$ cat config.mk
export PLATFORM = sky130hd
export DESIGN_NAME = terrain_chunk_segment_parser
export DESIGN_NICKNAME = d
export VERILOG_FILES = /design/src/hdl/tcsp_pkg.sv /design/src/hdl/tcsp_front.sv /design/src/hdl/tcsp_queue.sv /design/src/hdl/tcsp_out.sv /design/src/hdl/terrain_chunk_segment_parser.sv
export SDC_FILE = /design/constraint.sdc
export NUM_CORES = 1
export LEC_CHECK = 0
export BUFFER_PORTS_ARGS = -buffer_cell sky130_fd_sc_hd__buf_4
export CORE_ASPECT_RATIO = 0.6
export CORE_MARGIN = 2
export CORE_UTILIZATION = 59
export DETAILED_ROUTE_END_ITERATION = 10
export PLACE_DENSITY_LB_ADDON = 0.1
export SLEW_MARGIN = 20
export SYNTH_ARGS = -nofsm -noshare
export SYNTH_HDL_FRONTEND = slang
export SYNTH_HIERARCHICAL = 1
export SYNTH_SLANG_ARGS = --single-unit
$ cat constraint.sdc
create_clock -name i_clk -period 6.51 [get_ports i_clk]
set_input_delay 0.651 -clock i_clk [delete_from_list [all_inputs] [get_ports i_clk]]
set_output_delay 0.651 -clock i_clk [all_outputs]
set_load 0.03 [all_outputs]
$ cat src/hdl/tcsp_pkg.sv
package tcsp_pkg;

    // Parse phase of the byte front end
    typedef enum logic [1:0] {
        PH_HEADER = 2'd0,
        PH_PASS1  = 2'd1,
        PH_PASS2  = 2'd2
    } t_phase;

    // Record kinds
    localparam logic [2:0] KIND_HEADER      = 3'd0;
    localparam logic [2:0] KIND_SHAPE       = 3'd1;
    localparam logic [2:0] KIND_SHAPE_EMPTY = 3'd2;
    localparam logic [2:0] KIND_MAT         = 3'd3;
    localparam logic [2:0] KIND_MAT_EMPTY   = 3'd4;

    // Byte step codes inside a run
    localparam logic [2:0] STEP_TAG    = 3'd0;
    localparam logic [2:0] STEP_LEN    = 3'd1;
    localparam logic [2:0] STEP_ESC_HI = 3'd2;
    localparam logic [2:0] STEP_ESC_LO = 3'd3;
    // Header byte steps: x lo/hi, y lo/hi, z lo/hi
    localparam logic [2:0] STEP_X_LO   = 3'd0;
    localparam logic [2:0] STEP_X_HI   = 3'd1;
    localparam logic [2:0] STEP_Y_LO   = 3'd2;
    localparam logic [2:0] STEP_Y_HI   = 3'd3;
    localparam logic [2:0] STEP_Z_LO   = 3'd4;
    localparam logic [2:0] STEP_HDR_LAST = 3'd5;

    localparam logic [7:0]  EMPTY_TAG_P1 = 8'h28;
    localparam logic [7:0]  EMPTY_TAG_P2 = 8'h11;
    localparam logic [7:0]  LEN_ESCAPE   = 8'hFF;
    localparam logic [7:0]  SHAPE_MASK   = 8'h38;
    localparam logic [7:0]  ROT_MASK     = 8'hC0;
    localparam logic [15:0] CELLS_RESET  = 16'h4000;

    // Record queue between front end and output stage
    localparam int QDEPTH = 2;
    localparam int QPTR_W = (QDEPTH > 1) ? $clog2(QDEPTH) : 1;
    localparam int QCNT_W = $clog2(QDEPTH + 1);

    typedef struct packed {
        logic [2:0]  record_kind;
        logic [15:0] pos_x;
        logic [15:0] pos_y;
        logic [15:0] pos_z;
        logic [15:0] run_length;
        logic [7:0]  attribute_byte;
        logic [2:0]  shape_kind;
        logic [1:0]  rotation;
        logic        overrun;
        logic        chunk_done;
    } t_record;

endpackage

$ cat src/hdl/tcsp_front.sv
module tcsp_front (
    input  logic                 i_clk,
    input  logic                 i_rst_n,
    input  logic                 i_cfg_wr_en,
    input  logic [15:0]          i_cfg_wr_data,
    input  logic                 i_valid,
    input  logic [7:0]           i_byte_value,
    input  logic                 i_take,
    output logic                 o_push,
    output tcsp_pkg::t_record    o_rec
);

    tcsp_pkg::t_phase r_phase, n_phase;
    logic [2:0]       r_step, n_step;
    logic [15:0]      r_cells_left, n_cells_left;
    logic [15:0]      r_cells_per_pass;
    logic [7:0]       r_tag;
    logic [7:0]       r_high;
    logic [15:0]      r_pos_x, r_pos_y, r_pos_z;

    logic        w_take;
    logic        w_pass1;
    logic        w_empty;
    logic [15:0] w_len;
    logic        w_over;
    logic [15:0] w_left;
    logic        w_finish;
    logic        w_hdr_done;
    logic        w_cfg_zero;
    logic        w_to_pass2;

    assign w_take     = i_valid && i_take;
    assign w_pass1    = (r_phase == tcsp_pkg::PH_PASS1);
    assign w_empty    = w_pass1 ? (r_tag == tcsp_pkg::EMPTY_TAG_P1)
                                : (r_tag == tcsp_pkg::EMPTY_TAG_P2);
    assign w_cfg_zero = (r_cells_per_pass == 16'd0);

    // Run length: short form or escaped big-endian form
    assign w_len  = (r_step == tcsp_pkg::STEP_ESC_LO) ? {r_high, i_byte_value}
                                                      : {8'h00, i_byte_value};
    assign w_over = (w_len > r_cells_left);
    assign w_left = w_over ? 16'd0 : (r_cells_left - w_len);

    assign w_finish = w_take && (r_phase == tcsp_pkg::PH_PASS1 ||
                                 r_phase == tcsp_pkg::PH_PASS2) &&
                      ((r_step == tcsp_pkg::STEP_LEN && i_byte_value != tcsp_pkg::LEN_ESCAPE)
                       || r_step == tcsp_pkg::STEP_ESC_LO);
    assign w_hdr_done = w_take && (r_phase == tcsp_pkg::PH_HEADER) &&
                        (r_step == tcsp_pkg::STEP_HDR_LAST);
    assign w_to_pass2 = w_pass1 && !w_cfg_zero;

    // Next state
    always_comb begin
        n_phase      = r_phase;
        n_step       = r_step;
        n_cells_left = r_cells_left;
        if (w_take) begin
            unique case (r_phase) inside
                tcsp_pkg::PH_HEADER: begin
                    if (r_step == tcsp_pkg::STEP_HDR_LAST) begin
                        n_step = tcsp_pkg::STEP_X_LO;
                        if (!w_cfg_zero) begin
                            n_phase      = tcsp_pkg::PH_PASS1;
                            n_cells_left = r_cells_per_pass;
                        end
                    end else begin
                        n_step = r_step + 3'd1;
                    end
                end
                tcsp_pkg::PH_PASS1, tcsp_pkg::PH_PASS2: begin
                    case (r_step)
                        tcsp_pkg::STEP_TAG:    n_step = tcsp_pkg::STEP_LEN;
                        tcsp_pkg::STEP_LEN:    n_step = tcsp_pkg::STEP_ESC_HI;
                        tcsp_pkg::STEP_ESC_HI: n_step = tcsp_pkg::STEP_ESC_LO;
                        default:               n_step = tcsp_pkg::STEP_TAG;
                    endcase
                    if (w_finish) begin
                        n_step       = tcsp_pkg::STEP_TAG;
                        n_cells_left = w_left;
                        if (w_left == 16'd0) begin
                            if (w_to_pass2) begin
                                n_phase      = tcsp_pkg::PH_PASS2;
                                n_cells_left = r_cells_per_pass;
                            end else begin
                                n_phase = tcsp_pkg::PH_HEADER;
                            end
                        end
                    end
                end
                default: begin
                    n_phase = tcsp_pkg::PH_HEADER;
                    n_step  = tcsp_pkg::STEP_X_LO;
                end
            endcase
        end
    end

    // Record build
    always_comb begin
        o_push = w_hdr_done || w_finish;
        o_rec  = '0;
        if (w_hdr_done) begin
            o_rec.record_kind = tcsp_pkg::KIND_HEADER;
            o_rec.pos_x       = r_pos_x;
            o_rec.pos_y       = r_pos_y;
            o_rec.pos_z       = {i_byte_value, r_pos_z[7:0]};
            o_rec.chunk_done  = w_cfg_zero;
        end else begin
            if (w_pass1) begin
                o_rec.record_kind = w_empty ? tcsp_pkg::KIND_SHAPE_EMPTY
                                            : tcsp_pkg::KIND_SHAPE;
            end else begin
                o_rec.record_kind = w_empty ? tcsp_pkg::KIND_MAT_EMPTY
                                            : tcsp_pkg::KIND_MAT;
            end
            o_rec.run_length     = w_len;
            o_rec.attribute_byte = w_empty ? 8'h00 : r_tag;
            if (w_pass1 && !w_empty) begin
                o_rec.shape_kind = 3'((r_tag & tcsp_pkg::SHAPE_MASK) >> 3);
                o_rec.rotation   = 2'((r_tag & tcsp_pkg::ROT_MASK) >> 6);
            end
            o_rec.overrun    = w_over;
            o_rec.chunk_done = (w_left == 16'd0) && !w_to_pass2;
        end
    end

    // Control registers
    always_ff @(posedge i_clk) begin
        if (!i_rst_n) begin
            r_phase          <= tcsp_pkg::PH_HEADER;
            r_step           <= tcsp_pkg::STEP_X_LO;
            r_cells_left     <= 16'd0;
            r_cells_per_pass <= tcsp_pkg::CELLS_RESET;
        end else begin
            r_phase      <= n_phase;
            r_step       <= n_step;
            r_cells_left <= n_cells_left;
            if (i_cfg_wr_en) begin
                r_cells_per_pass <= i_cfg_wr_data;
            end
        end
    end

    // Held tag, escape high byte and header position bytes
    always_ff @(posedge i_clk) begin
        if (w_take) begin
            if (r_phase == tcsp_pkg::PH_HEADER) begin
                case (r_step)
                    tcsp_pkg::STEP_X_LO: r_pos_x[7:0]  <= i_byte_value;
                    tcsp_pkg::STEP_X_HI: r_pos_x[15:8] <= i_byte_value;
                    tcsp_pkg::STEP_Y_LO: r_pos_y[7:0]  <= i_byte_value;
                    tcsp_pkg::STEP_Y_HI: r_pos_y[15:8] <= i_byte_value;
                    tcsp_pkg::STEP_Z_LO: r_pos_z[7:0]  <= i_byte_value;
                    default:             r_pos_z[15:8] <= i_byte_value;
                endcase
            end else if (r_step == tcsp_pkg::STEP_TAG) begin
                r_tag <= i_byte_value;
            end else if (r_step == tcsp_pkg::STEP_ESC_HI) begin
                r_high <= i_byte_value;
            end
        end
    end

    // A pass in progress always has cells to cover
    a_pass_cells: assert property (@(posedge i_clk) disable iff (!i_rst_n)
        (r_phase != tcsp_pkg::PH_HEADER) |-> (r_cells_left != 16'd0))
        else $error("pass active with no cells left");

    // Step counter stays inside its phase's range
    a_step_range: assert property (@(posedge i_clk) disable iff (!i_rst_n)
        (r_step <= tcsp_pkg::STEP_HDR_LAST) &&
        ((r_phase == tcsp_pkg::PH_HEADER) || (r_step <= tcsp_pkg::STEP_ESC_LO)))
        else $error("byte step out of range");

endmodule

$ cat src/hdl/tcsp_queue.sv
module tcsp_queue (
    input  logic                 i_clk,
    input  logic                 i_rst_n,
    input  logic                 i_push,
    input  tcsp_pkg::t_record    i_data,
    output logic                 o_full,
    input  logic                 i_pop,
    output logic                 o_empty,
    output tcsp_pkg::t_record    o_data
);

    tcsp_pkg::t_record              r_mem [tcsp_pkg::QDEPTH];
    logic [tcsp_pkg::QPTR_W-1:0]    r_wr_ptr, r_rd_ptr;
    logic [tcsp_pkg::QCNT_W-1:0]    r_count;

    assign o_full  = (r_count == tcsp_pkg::QCNT_W'(tcsp_pkg::QDEPTH));
    assign o_empty = (r_count == '0);
    assign o_data  = r_mem[r_rd_ptr];

    // Pointer wrap at the queue depth
    function automatic logic [tcsp_pkg::QPTR_W-1:0] f_inc(
        input logic [tcsp_pkg::QPTR_W-1:0] ptr
    );
        if (ptr == tcsp_pkg::QPTR_W'(tcsp_pkg::QDEPTH - 1)) begin
            return '0;
        end
        return ptr + tcsp_pkg::QPTR_W'(1);
    endfunction

    // Pointers and fill count
    always_ff @(posedge i_clk) begin
        if (!i_rst_n) begin
            r_wr_ptr <= '0;
            r_rd_ptr <= '0;
            r_count  <= '0;
        end else begin
            if (i_push) begin
                r_wr_ptr <= f_inc(r_wr_ptr);
            end
            if (i_pop) begin
                r_rd_ptr <= f_inc(r_rd_ptr);
            end
            if (i_push && !i_pop) begin
                r_count <= r_count + tcsp_pkg::QCNT_W'(1);
            end else if (!i_push && i_pop) begin
                r_count <= r_count - tcsp_pkg::QCNT_W'(1);
            end
        end
    end

    // Entry storage
    always_ff @(posedge i_clk) begin
        if (i_push) begin
            r_mem[r_wr_ptr] <= i_data;
        end
    end

    a_no_overflow: assert property (@(posedge i_clk) disable iff (!i_rst_n)
        i_push |-> !o_full)
        else $error("record pushed into full queue");

    a_no_underflow: assert property (@(posedge i_clk) disable iff (!i_rst_n)
        i_pop |-> !o_empty)
        else $error("record popped from empty queue");

endmodule

$ cat src/hdl/tcsp_out.sv
module tcsp_out (
    input  logic                 i_clk,
    input  logic                 i_rst_n,
    input  logic                 i_empty,
    input  tcsp_pkg::t_record    i_data,
    output logic                 o_pop,
    input  logic                 i_ready,
    output logic                 o_valid,
    output tcsp_pkg::t_record    o_rec
);

    logic              r_valid;
    tcsp_pkg::t_record r_rec;

    // Refill whenever the register is empty or its record is taken
    assign o_pop   = !i_empty && (!r_valid || i_ready);
    assign o_valid = r_valid;
    assign o_rec   = r_rec;

    always_ff @(posedge i_clk) begin
        if (!i_rst_n) begin
            r_valid <= 1'b0;
        end else if (o_pop) begin
            r_valid <= 1'b1;
        end else if (i_ready) begin
            r_valid <= 1'b0;
        end
    end

    always_ff @(posedge i_clk) begin
        if (o_pop) begin
            r_rec <= i_data;
        end
    end

    // A held record is not replaced before its transfer
    a_no_drop: assert property (@(posedge i_clk) disable iff (!i_rst_n)
        (r_valid && !i_ready) |-> !o_pop)
        else $error("output record overwritten while stalled");

endmodule

$ cat src/hdl/terrain_chunk_segment_parser.sv
// Terrain chunk segment parser.
// Input channel: one stream byte per transfer on i_byte_value (i_valid/o_ready).
// Each chunk is a six-byte little-endian x/y/z header followed by two
// run-length passes (tag byte, length byte, 0xFF escapes to a big-endian
// 16-bit length) that each cover cells_per_pass cells.
// Output channel: one record per header or run (o_valid/i_ready), carrying
// kind, position, run length, tag attributes, overrun and chunk-done flags.
// Config: i_cfg_wr_en/i_cfg_wr_data writes cells_per_pass; write only when idle.
// Throughput: one byte per cycle, sustained, as long as the receiver keeps up.
// Record path: the front parser builds a record from the byte that completes it,
// the two-entry record queue stores it, and the output register drives o_valid.
// Stall: while i_ready is low the output register holds its record; the queue
// absorbs two more records, and o_ready drops once the queue is full. Bytes
// that complete no record are still held back then.
// Reset (synchronous, i_rst_n low): parser returns to the header phase,
// queue and output register empty, cells_per_pass = 0x4000.
module terrain_chunk_segment_parser (
    input  logic               i_clk,
    input  logic               i_rst_n,
    input  logic               i_cfg_wr_en,
    input  logic [15:0]        i_cfg_wr_data,
    input  logic               i_valid,
    output logic               o_ready,
    input  logic [7:0]         i_byte_value,
    output logic               o_valid,
    input  logic               i_ready,
    output logic [2:0]         o_record_kind,
    output logic signed [15:0] o_pos_x,
    output logic signed [15:0] o_pos_y,
    output logic signed [15:0] o_pos_z,
    output logic [15:0]        o_run_length,
    output logic [7:0]         o_attribute_byte,
    output logic [2:0]         o_shape_kind,
    output logic [1:0]         o_rotation,
    output logic               o_overrun,
    output logic               o_chunk_done
);

    logic              w_full, w_empty, w_push, w_pop;
    tcsp_pkg::t_record w_front_rec, w_queue_rec, w_out_rec;

    assign o_ready = !w_full;

    // Byte parser
    tcsp_front u_front (
        .i_clk         (i_clk),
        .i_rst_n       (i_rst_n),
        .i_cfg_wr_en   (i_cfg_wr_en),
        .i_cfg_wr_data (i_cfg_wr_data),
        .i_valid       (i_valid),
        .i_byte_value  (i_byte_value),
        .i_take        (o_ready),
        .o_push        (w_push),
        .o_rec         (w_front_rec)
    );

    // Record queue
    tcsp_queue u_queue (
        .i_clk   (i_clk),
        .i_rst_n (i_rst_n),
        .i_push  (w_push),
        .i_data  (w_front_rec),
        .o_full  (w_full),
        .i_pop   (w_pop),
        .o_empty (w_empty),
        .o_data  (w_queue_rec)
    );

    // Output register
    tcsp_out u_out (
        .i_clk   (i_clk),
        .i_rst_n (i_rst_n),
        .i_empty (w_empty),
        .i_data  (w_queue_rec),
        .o_pop   (w_pop),
        .i_ready (i_ready),
        .o_valid (o_valid),
        .o_rec   (w_out_rec)
    );

    assign o_record_kind    = w_out_rec.record_kind;
    assign o_pos_x          = $signed(w_out_rec.pos_x);
    assign o_pos_y          = $signed(w_out_rec.pos_y);
    assign o_pos_z          = $signed(w_out_rec.pos_z);
    assign o_run_length     = w_out_rec.run_length;
    assign o_attribute_byte = w_out_rec.attribute_byte;
    assign o_shape_kind     = w_out_rec.shape_kind;
    assign o_rotation       = w_out_rec.rotation;
    assign o_overrun        = w_out_rec.overrun;
    assign o_chunk_done     = w_out_rec.chunk_done;

endmodule
==> results of run 1 <==
[routing by layer]
metal	GRT usage (%)	vias up	wire length, um
met2	32.4	231	11700
met3	4.51	28	1650
met4	4.23	0	344
li1	-	3580	-
met5	0	-	0
met1	36.0	3819	13700
[power breakdown]
| group | internal (mW) | switching (mW) | total [mW] |
|---|---|---|---|
| Combinational | 0.375 | 0.729 | 1.10 |
| Clock | 1.03 | 0.772 | 1.80 |
| Sequential | 2.69 | 0.0963 | 2.78 |
| Total | 4.09 | 1.60 | 5.69 |
[placed cells by master, fill, tap and decap left out, types with 9 or more instances in the layout]
cell | netlist | final
nand2_1 | 36 | 36
and2_1 | 61 | 60
nor2b_1 | 23 | 21
a21oi_1 | 23 | 23
nor2_1 | 54 | 53
buf_4 | 1 | 125
nor3_1 | 9 | 9
ha_1 | 24 | 24
clkbuf_16 | 0 | 31
nand3_1 | 9 | 9
o21ai_0 | 32 | 32
dfxtp_1 | 43 | 42
edfxtp_1 | 302 | 302
and3_1 | 11 | 11
mux2_2 | 82 | 82
inv_1 | 24 | 24
mux2i_1 | 18 | 18
[final cells by class]
cell class	instances	area (um^2)
clock buffer	37	798
clock inverter	19	201
fill	1572	7060
inverter	24	90.1
multi-input combinational	482	3610
sequential	345	9930
tap	315	394
timing repair buffer	125	938
[state kept, by name, indices dropped and copies added, names as in the netlist, 3 cells and up, named ones only]
register                  flops
u_front/r_pos_x              16
u_front/r_pos_y              16
u_front/r_cells_left         16
u_front/r_pos_z               8
u_out/o_rec                  82
u_queue/r_mem               164
u_front/r_cells_per_pass     16
u_front/r_high                8
u_front/r_step                3
u_front/r_tag                 8
[stage by stage]
| step | worst slack [ns] | cells |
|---|---|---|
| after floorplan | 0.813 | 887 |
| after global placement | 2.67 | 1291 |
| after detailed placement | 2.61 | 1291 |
| after CTS | 2.57 | 1347 |
| after global routing | 2.12 | 1347 |
| final | 2.54 | 1347 |
[critical path, cell delays in order (launching register included)]
cell	delay (ns)
dfxtp_1	0.49
and2_1	0.18
ha_1	0.38
nand2_1	0.13
ha_1	0.41
a21oi_1	0.41
o21ai_0	0.28
or3_1	0.39
nand4_1	0.23
nand3_2	0.13
o221ai_4	0.52
a221oi_1	0.20
nor2_1	0.15
[cell families (layout without fill, tap and decap cells)]
logic type / Yosys count / in the layout / synth area share (%)
adder cells (fa/ha/maj): 25 / 25 / 2.32
flip-flops: 345 / 345 / 71.9
AO/OA/AOI/OAI: 105 / 105 / 5.50
multiplexers: 101 / 101 / 8.10
buffers and inverters: 60 / 205 / 2.23
AND/OR/NAND/NOR: 240 / 240 / 9.28
XOR/XNOR: 11 / 11 / 0.697
[worst paths after layout]
kind	to	slack, ns	depth (start not counted)
worst max register to register	u_front/r_cells_left[10]	2.54	12
worst min register to register	u_queue/r_count[1]	0.51	2
worst min-delay path	u_front/r_cells_per_pass[14]	0.31	3
worst max-delay path	u_front/r_cells_left[10]	2.54	12
==> impl_metrics.py, run 1 <==
metrics = {
    "clock_tree": {
        "htree_num_levels": 1,
        "cts_setup_buffers": 0,
        "cts_hold_buf": 0,
        "tritoncts": "yes",
        "clockBufferDepth": 3,
        "clock_latency_ns": 0.57,
        "root_buffer": "clkbuf_16",
        "clkSinkCount": 345,
        "cts_resized": 0,
        "clk_pin_slew_worst_paths_ns": 0.07,
        "cts_made_buffers": 30,
    },
    "yosys": {
        "synth_top_cells_by_count": "edfxtp_1, mux2_2, and2_1",
        "synthTopCellsByArea": "edfxtp_1, mux2_2, dfxtp_1",
        "synth_area_mm2": 0.0138,
        "yosysTopAreaCell": "edfxtp_1",
        "netlist_instances": 887,
        "syn_area_per_cell_um2": 15.6,
        "synth_top_area_share_pct": 65.7,
        "yosysWarningCount": 6,
        "syn-num-nets": 941,
        "synthArstFlopShare_pct": 0,
        "synth-seq-cells": 345,
        "seq_area_frac_synth_pct": 71.9,
        "synth_edf_count": 302,
        "synthDistinctLibCells": 63,
        "synth.most_common_cell": "edfxtp_1",
        "yosys_most_used_dff": "edfxtp_1",
    },
    "worst_hold_path": {
        "hold_class": "input pin to register",
        "min_from": "i_cfg_wr_data[14]",
    },
    "detailed_routing": {
        "vias": 7658,
        "drc_errors": 0,
        "postRouteAntennaNets": 0,
        "drt_first_pass_iters": 5,
        "drt_wl_total_um": 27300,
        "drt_iter0_markers": 621,
        "drt-wirelength-per-cell_um": 20.3,
        "viasPerCell": 5.69,
    },
    "timing": {
        "hold_viol": 0,
        "rsz0062_at_grt": "false",
        "setup_tns_ns": 0,
        "whs_ns": 0.305,
        "drv_slew": 0,
        "fin_crit_ns": 3.97,
        "fmax_mhz": 252,
        "max_slew_margin_pct": 43.5,
        "worstMarginPinSlew_ns": 0.845,
        "fin_crit_sh_pct": 61.0,
        "setup_viol": 0,
        "clock_skew_ns": 0.0188,
    },
    "floorplan": {
        "rows": 43,
        "io_pins": 113,
        "die_w_um": 202,
        "die_h_um": 123,
        "coreArea_mm2": 0.0230,
        "die-area_mm2": 0.0247,
        "start_util_pct": 60.0,
    },
    "power": {
        "powerDensity_mw_per_mm2": 357,
        "power.leakage_nw": 5.62,
        "vdd_ir_drop_max_uv": 249,
        "power_mw": 5.69,
    },
    "placement": {
        "portBuffers": 112,
        "gp_congestion": 0.940,
        "dp_hpwl_um": 17300,
        "placed_area_mm2": 0.0150,
    },
    "worst_setup_path": {
        "cp.arrival_ns": 4.47,
        "r2r-start": "u_front/r_step[0]",
        "crit_path_start_kind": "register",
        "cp_max_fo": 16,
        "cp-startpoint": "u_front/r_step[0]",
        "criticalPathCategory": "register to register",
        "cp.required_ns": 7.01,
        "end_kind": "register",
    },
    "finish": {
        "stdcell_area_mm2": 0.0160,
        "fin_util_pct": 69.3,
        "synthToLayoutAreaGrowth_pct": 15.6,
        "nNetsFinal": 1062,
        "drive_gt1_share_pct": 26.8,
        "diodes": 0,
    },
    "global_routing": {
        "grt_overflow_total": 0,
        "grt_max_degree": 59,
        "grt_pass1_wl_um": 42100,
        "grt_pass1_vias": 7134,
        "antenna_found_initial": 1,
        "track_usage_pct": 22.5,
    },
    "flow_run": {
        "cap_viol_max_count": 0,
    },
    "run_status": {
        "status": "completed",
    },
}
Power figures use the tool's default switching activity.
==> inputs of run 2 (changes only) <==
clock period = 3.7 ns   (was 6.51 ns; I/O delays follow)
==> run 2 against run 1 <==
Net effect: largest power group unchanged; global-route usage is 1.4 points higher; largest cell class unchanged; final area grew 2.1%; clock skew up 0.0054 ns; setup slack worse by 2.3 ns; critical path type unchanged.
==> impl_metrics.py, run 2 (same netlist as run 1, synthesis figures left out) <==
metrics = {
    "run_status": {
        "status": "completed",
    },
    "worst_setup_path": {
        "criticalPathCategory": "register to register",
        "cp_slowest_cell": "dfxtp_1",
        "crit_top_cell": "and2_1",
        "cp_max_fo": 12,
        "r2r-start": "u_front/r_step[1]",
        "cp.required_ns": 4.14,
        "crit_path_start_kind": "register",
        "cp.arrival_ns": 3.93,
        "crit_path_max_incr_delay_ns": 0.44,
        "cp-startpoint": "u_front/r_step[1]",
        "end_kind": "register",
        "worstPathCellList": "and2_1 > ha_4 > nand2_1 > ha_2 > and2_1 > nand3_1 > o21ai_0 > xor2_1 > and4b_1 > nand4_2 > o221ai_4 > buf_12 > a221oi_1 > nor2_1",
    },
    "clock_tree": {
        "root_buffer": "clkbuf_16",
        "tritoncts": "yes",
        "cts_made_buffers": 30,
        "clkSinkCount": 345,
        "clockBufferDepth": 3,
        "cts_hold_buf": 0,
        "clk_pin_slew_worst_paths_ns": 0.07,
        "clock_latency_ns": 0.57,
        "htree_num_levels": 1,
    },
    "finish": {
        "final_cell_mix": "edfxtp_1, buf_4, mux2_2, and2_1, nor2_1",
        "largest_register_ffs": 164,
        "nNetsFinal": 1094,
        "final_common_cell": "edfxtp_1",
        "diodes": 0,
        "drive_gt1_share_pct": 29.6,
        "synthToLayoutAreaGrowth_pct": 17.9,
        "regMostFlops": "u_queue/r_mem",
    },
    "timing": {
        "worst_slack_ns": 0.209,
        "hold_viol": 0,
        "drv_slew": 0,
        "max_slew_margin_pct": 44.8,
        "rsz0062_at_grt": "false",
        "fin_crit_sh_pct": 94.3,
        "clock_skew_ns": 0.0242,
        "setup_viol": 0,
        "fmax_mhz": 286,
        "worstMarginPinSlew_ns": 0.825,
        "fin_crit_ns": 3.49,
        "setup_tns_ns": 0,
    },
    "global_routing": {
        "track_usage_pct": 23.9,
        "grt_pass1_wl_um": 44300,
        "grt_overflow_total": 0,
        "grt_pass1_vias": 7514,
        "grt_max_degree": 85,
        "antenna_found_initial": 2,
    },
    "power": {
        "vdd_ir_drop_max_uv": 711,
        "power.leakage_nw": 5.80,
        "powerDensity_mw_per_mm2": 615,
    },
    "worst_hold_path": {
        "hold_class": "input pin to register",
        "min_from": "i_cfg_wr_data[14]",
    },
    "detailed_routing": {
        "drt-wirelength-per-cell_um": 21.0,
        "drc_errors": 0,
        "viasPerCell": 5.61,
        "drt_wl_total_um": 29000,
        "vias": 7741,
        "drt_first_pass_iters": 5,
        "postRouteAntennaNets": 0,
        "drt_iter0_markers": 706,
    },
    "placement": {
        "portBuffers": 112,
        "gp_congestion": 0.923,
        "pre_cts_slack_ns": -0.0737,
        "dp_hpwl_um": 18700,
    },
    "floorplan": {
        "coreArea_mm2": 0.0230,
        "die_h_um": 123,
        "io_pins": 113,
        "rows": 43,
        "start_util_pct": 60.0,
        "die-area_mm2": 0.0247,
        "die_w_um": 202,
    },
    "flow_run": {
        "cap_viol_max_count": 0,
    },
}
-- run 2: changes by cell type in the layout (fill, tap and decap cells not counted), moves of 3 or more --
| cell | previous run | this run |
|---|---|---|
| buf_4 | 125 | 152 |
| buf_12 | 0 | 5 |
| clkinv_1 | 4 | 1 |
| clkbuf_8 | 0 | 4 |
-- run 2: final cells by class --
class                      instances  area, um^2
sequential                       345        9930
fill                            1564        6740
multi-input combinational        482        3640
timing repair buffer             157        1240
clock buffer                      43         861
tap                              315         394
clock inverter                    13         135
inverter                          24        90.1
-- run 2: final timing paths --
| path | to | slack, ns | cells after the start |
|---|---|---|---|
| worst max-delay path | u_front/r_cells_left[6] | 0.21 | 14 |
| worst min-delay path | u_front/r_cells_per_pass[14] | 0.04 | 3 |
| worst max register to register | u_front/r_cells_left[6] | 0.21 | 14 |
| worst min register to register | u_queue/r_count[1] | 0.50 | 2 |
-- run 2: metrics by stage --
stage          instances  hold WS [ns]  instance area [um^2]  util, %  total power [mW]
6_report            1379        0.0358                 16300     70.8              10.0
4_1_cts             1379        0.0171                 16300     70.6              10.1
3_5_place_dp        1321         0.498                 15200     66.1              6.99
3_3_place_gp        1321         0.486                 15200     66.1              6.98
2_1_floorplan        887         0.463                 13800        -              6.28
5_1_grt             1379        0.0442                 16300     70.8              10.4
-- run 2: repair_timing --
| action | 4_1_cts | 5_1_grt |
|---|---|---|
| pin swaps | 1 | 1 |
| resized for setup | 0 | 9 |
| setup endpoints to repair | 14 | 20 |
| setup buffers | 2 | 0 |
-- run 2: per-layer routing --
metal / up-vias / track usage, % / wire, um
met5: - / 0 / 13
met4: 2 / 5.15 / 556
met3: 41 / 6.13 / 2150
met2: 249 / 34.1 / 12100
met1: 3801 / 37.3 / 14100
li1: 3648 / - / -
-- run 2: worst max-delay path, delay by kind of cell (launching register included) --
kind | cells | cell delay, ns
and+or+nand+nor | 7 | 1.16
AOI/OAI and AO/OA | 3 | 0.73
adders and majority gates | 2 | 0.59
DFF | 1 | 0.44
xor gates and xnor gates | 1 | 0.26
buffers and inverters | 1 | 0.18
-- run 2: power by group --
group | internal (mW) | switching (mW) | leakage (nW)
logic | 0.704 | 1.33 | 2.30
clock network | 1.77 | 1.37 | 0.488
registers | 4.73 | 0.129 | 3.01
total | 7.20 | 2.82 | 5.80
==> inputs of run 3 (changes only) <==
ABC_AREA = 1   (was default)
CORE_UTILIZATION = 60   (was 59)
clock period = 4 ns   (was 3.7 ns; I/O delays follow)
==> run 3 against run 2 <==
Net effect: clock skew decreased by 0.014 ns; count of clock-buffer cells in the layout down 11; register-to-register slack improved by 0.08 ns; combinational power up 57%; sequential power rose by 1%.
==> impl_metrics.py, run 3 <==
metrics = {
    "placement": {
        "portBuffers": 112,
        "gp_congestion": 0.914,
        "placed_area_mm2": 0.0159,
        "pre_cts_slack_ns": 0.381,
        "dp_hpwl_um": 21500,
    },
    "finish": {
        "final_cell_mix": "edfxtp_1, nand2_1, nor2_1, inv_1, buf_4",
        "synthToLayoutAreaGrowth_pct": 14.4,
        "final_common_cell": "edfxtp_1",
        "diodes": 0,
        "stdcell_area_mm2": 0.0169,
        "regMostFlops": "u_queue/r_mem",
        "final.fill_count": 1707,
        "nNetsFinal": 1358,
        "largest_register_ffs": 164,
        "drive_gt1_share_pct": 21.4,
        "register_area_mm2": 0.00993,
        "multi_input_area_mm2": 0.00394,
    },
    "timing": {
        "setup_tns_ns": 0,
        "clock_skew_ns": 0.00973,
        "worstMarginPinSlew_ns": 0.920,
        "fmax_mhz": 269,
        "whs_ns": 0.0735,
        "setup_viol": 0,
        "drv_slew": 0,
        "hold_viol": 0,
        "worst_slack_ns": 0.288,
        "max_slew_margin_pct": 38.7,
        "rsz0062_at_grt": "false",
        "fin_crit_sh_pct": 92.8,
        "fin_crit_ns": 3.71,
    },
    "clock_tree": {
        "cts_hold_buf": 0,
        "cts_resized": 0,
        "clk_pin_slew_worst_paths_ns": 0.07,
        "clkSinkCount": 345,
        "clock_latency_ns": 0.55,
        "cts_made_buffers": 29,
        "tritoncts": "yes",
        "htree_num_levels": 1,
        "cts_setup_buffers": 0,
        "clockBufferDepth": 3,
        "root_buffer": "clkbuf_16",
    },
    "yosys": {
        "synth-seq-cells": 345,
        "netlist_instances": 1172,
        "synth.most_common_cell": "edfxtp_1",
        "yosysTopAreaCell": "edfxtp_1",
        "syn-num-nets": 1226,
        "synthTopCellsByArea": "edfxtp_1, mux2_4, dfxtp_1",
        "synthArstFlopShare_pct": 0,
        "yosys_most_used_dff": "edfxtp_1",
        "synth_area_mm2": 0.0147,
        "synth_edf_count": 302,
        "syn_area_per_cell_um2": 12.6,
        "yosysWarningCount": 6,
        "seq_area_frac_synth_pct": 67.4,
        "synth_top_area_share_pct": 61.6,
        "synth_top_cells_by_count": "edfxtp_1, nand2_1, nor2_1",
        "synthDistinctLibCells": 38,
    },
    "floorplan": {
        "die_h_um": 125,
        "start_util_pct": 61.0,
        "rows": 44,
        "die-area_mm2": 0.0259,
        "coreArea_mm2": 0.0242,
        "io_pins": 113,
        "die_w_um": 206,
    },
    "worst_setup_path": {
        "crit_top_cell": "nand2_1",
        "path_buf_inv": 1,
        "worstPathCellList": "inv_1 > ha_1 > nand2_1 > ha_1 > nand2_1 > nor2_1 > nand3_1 > nand3_1 > nand2_1 > nand3_1 > nand2_1 > nor2_4 > nand3_4 > nand2_1 > nand2_1 > nand2_1 > a21oi_1",
        "crit_path_start_kind": "register",
        "cp_slowest_cell": "ha_1",
        "end_kind": "register",
        "crit_path_max_incr_delay_ns": 0.41,
        "cp_max_fo": 17,
        "criticalPathCategory": "register to register",
        "cp_top_family": "simple AND/OR/NAND/NOR gates",
        "cp.required_ns": 4.43,
        "cp.arrival_ns": 4.15,
    },
    "detailed_routing": {
        "viasPerCell": 5.50,
        "drt_wl_total_um": 32100,
        "top_layer": "met4",
        "wl_met3_um": 2310,
        "dr_wl_met2_um": 13200,
        "met1_length_um": 16200,
        "postRouteAntennaNets": 0,
        "vias": 9051,
        "drt_first_pass_iters": 7,
        "drt-wirelength-per-cell_um": 19.5,
        "drc_errors": 0,
        "drt_iter0_markers": 900,
    },
    "global_routing": {
        "track_usage_pct": 25.2,
        "grt_max_degree": 56,
        "antenna_found_initial": 0,
        "grt_pass1_wl_um": 48700,
        "grt_overflow_total": 0,
        "grt_pass1_vias": 8422,
    },
    "power": {
        "power.leakage_nw": 6.85,
        "power_mw": 10.9,
        "vdd_ir_drop_max_uv": 541,
        "powerDensity_mw_per_mm2": 647,
    },
    "worst_hold_path": {
        "hold_class": "input pin to register",
    },
    "flow_run": {
        "cap_viol_max_count": 0,
    },
    "run_status": {
        "status": "completed",
    },
}
run 3: power breakdown:
part           internal [mW]  switching [mW]
Clock                   1.59            1.22
Combinational           1.28            1.90
Sequential              4.62           0.295
run 3: metrics by stage:
stage	utilization [%]	instances
final	69.8	1647
after global routing	69.8	1647
after CTS	69.6	1642
after detailed placement	65.7	1590
after global placement	65.7	1590
after floorplan	-	1172
run 3: cell families (layout without fill, tap and decap cells):
logic type | after synthesis | after routing | synth area share (%)
mux | 82 | 82 | 8.31
compound gates | 105 | 105 | 3.77
xor+xnor | 5 | 5 | 0.297
buf+inv | 192 | 345 | 6.00
simple gates | 418 | 418 | 12.1
flops | 345 | 345 | 67.4
fa+ha+maj | 25 | 25 | 2.17
run 3: cell type report:
| class | count | area share [%] |
|---|---|---|
| inverters | 156 | 3.48 |
| well taps | 322 | 2.39 |
| clock inverters | 20 | 1.22 |
| repair buffers | 137 | 6.25 |
| clock buffers | 32 | 4.37 |
| multi-input cells | 635 | 23.4 |
| flip-flops and latches | 345 | 58.9 |
run 3: final timing paths:
kind,startpoint,to,slack [ns],cells after the start
max,u_front/r_step[2],u_front/r_phase[0],0.29,17
min,i_cfg_wr_data[15],u_front/r_cells_per_pass[15],0.07,3
max reg2reg,u_front/r_step[2],u_front/r_phase[0],0.29,17
min reg2reg,u_front/r_phase[1],u_front/r_phase[1],0.51,2
run 3: routing by layer:
metal,vias to the layer above,GRT usage (%)
met5,-,0
met4,0,4.66
met3,36,4.90
met2,319,34.8
met1,4421,41.6
li1,4275,-
run 3: tightest hold or removal path: cells and delay by family:
kind / cells / cell delay [ns]
buffers and inverters: 1 / 0.08
and+or+nand+nor: 2 / 0.11
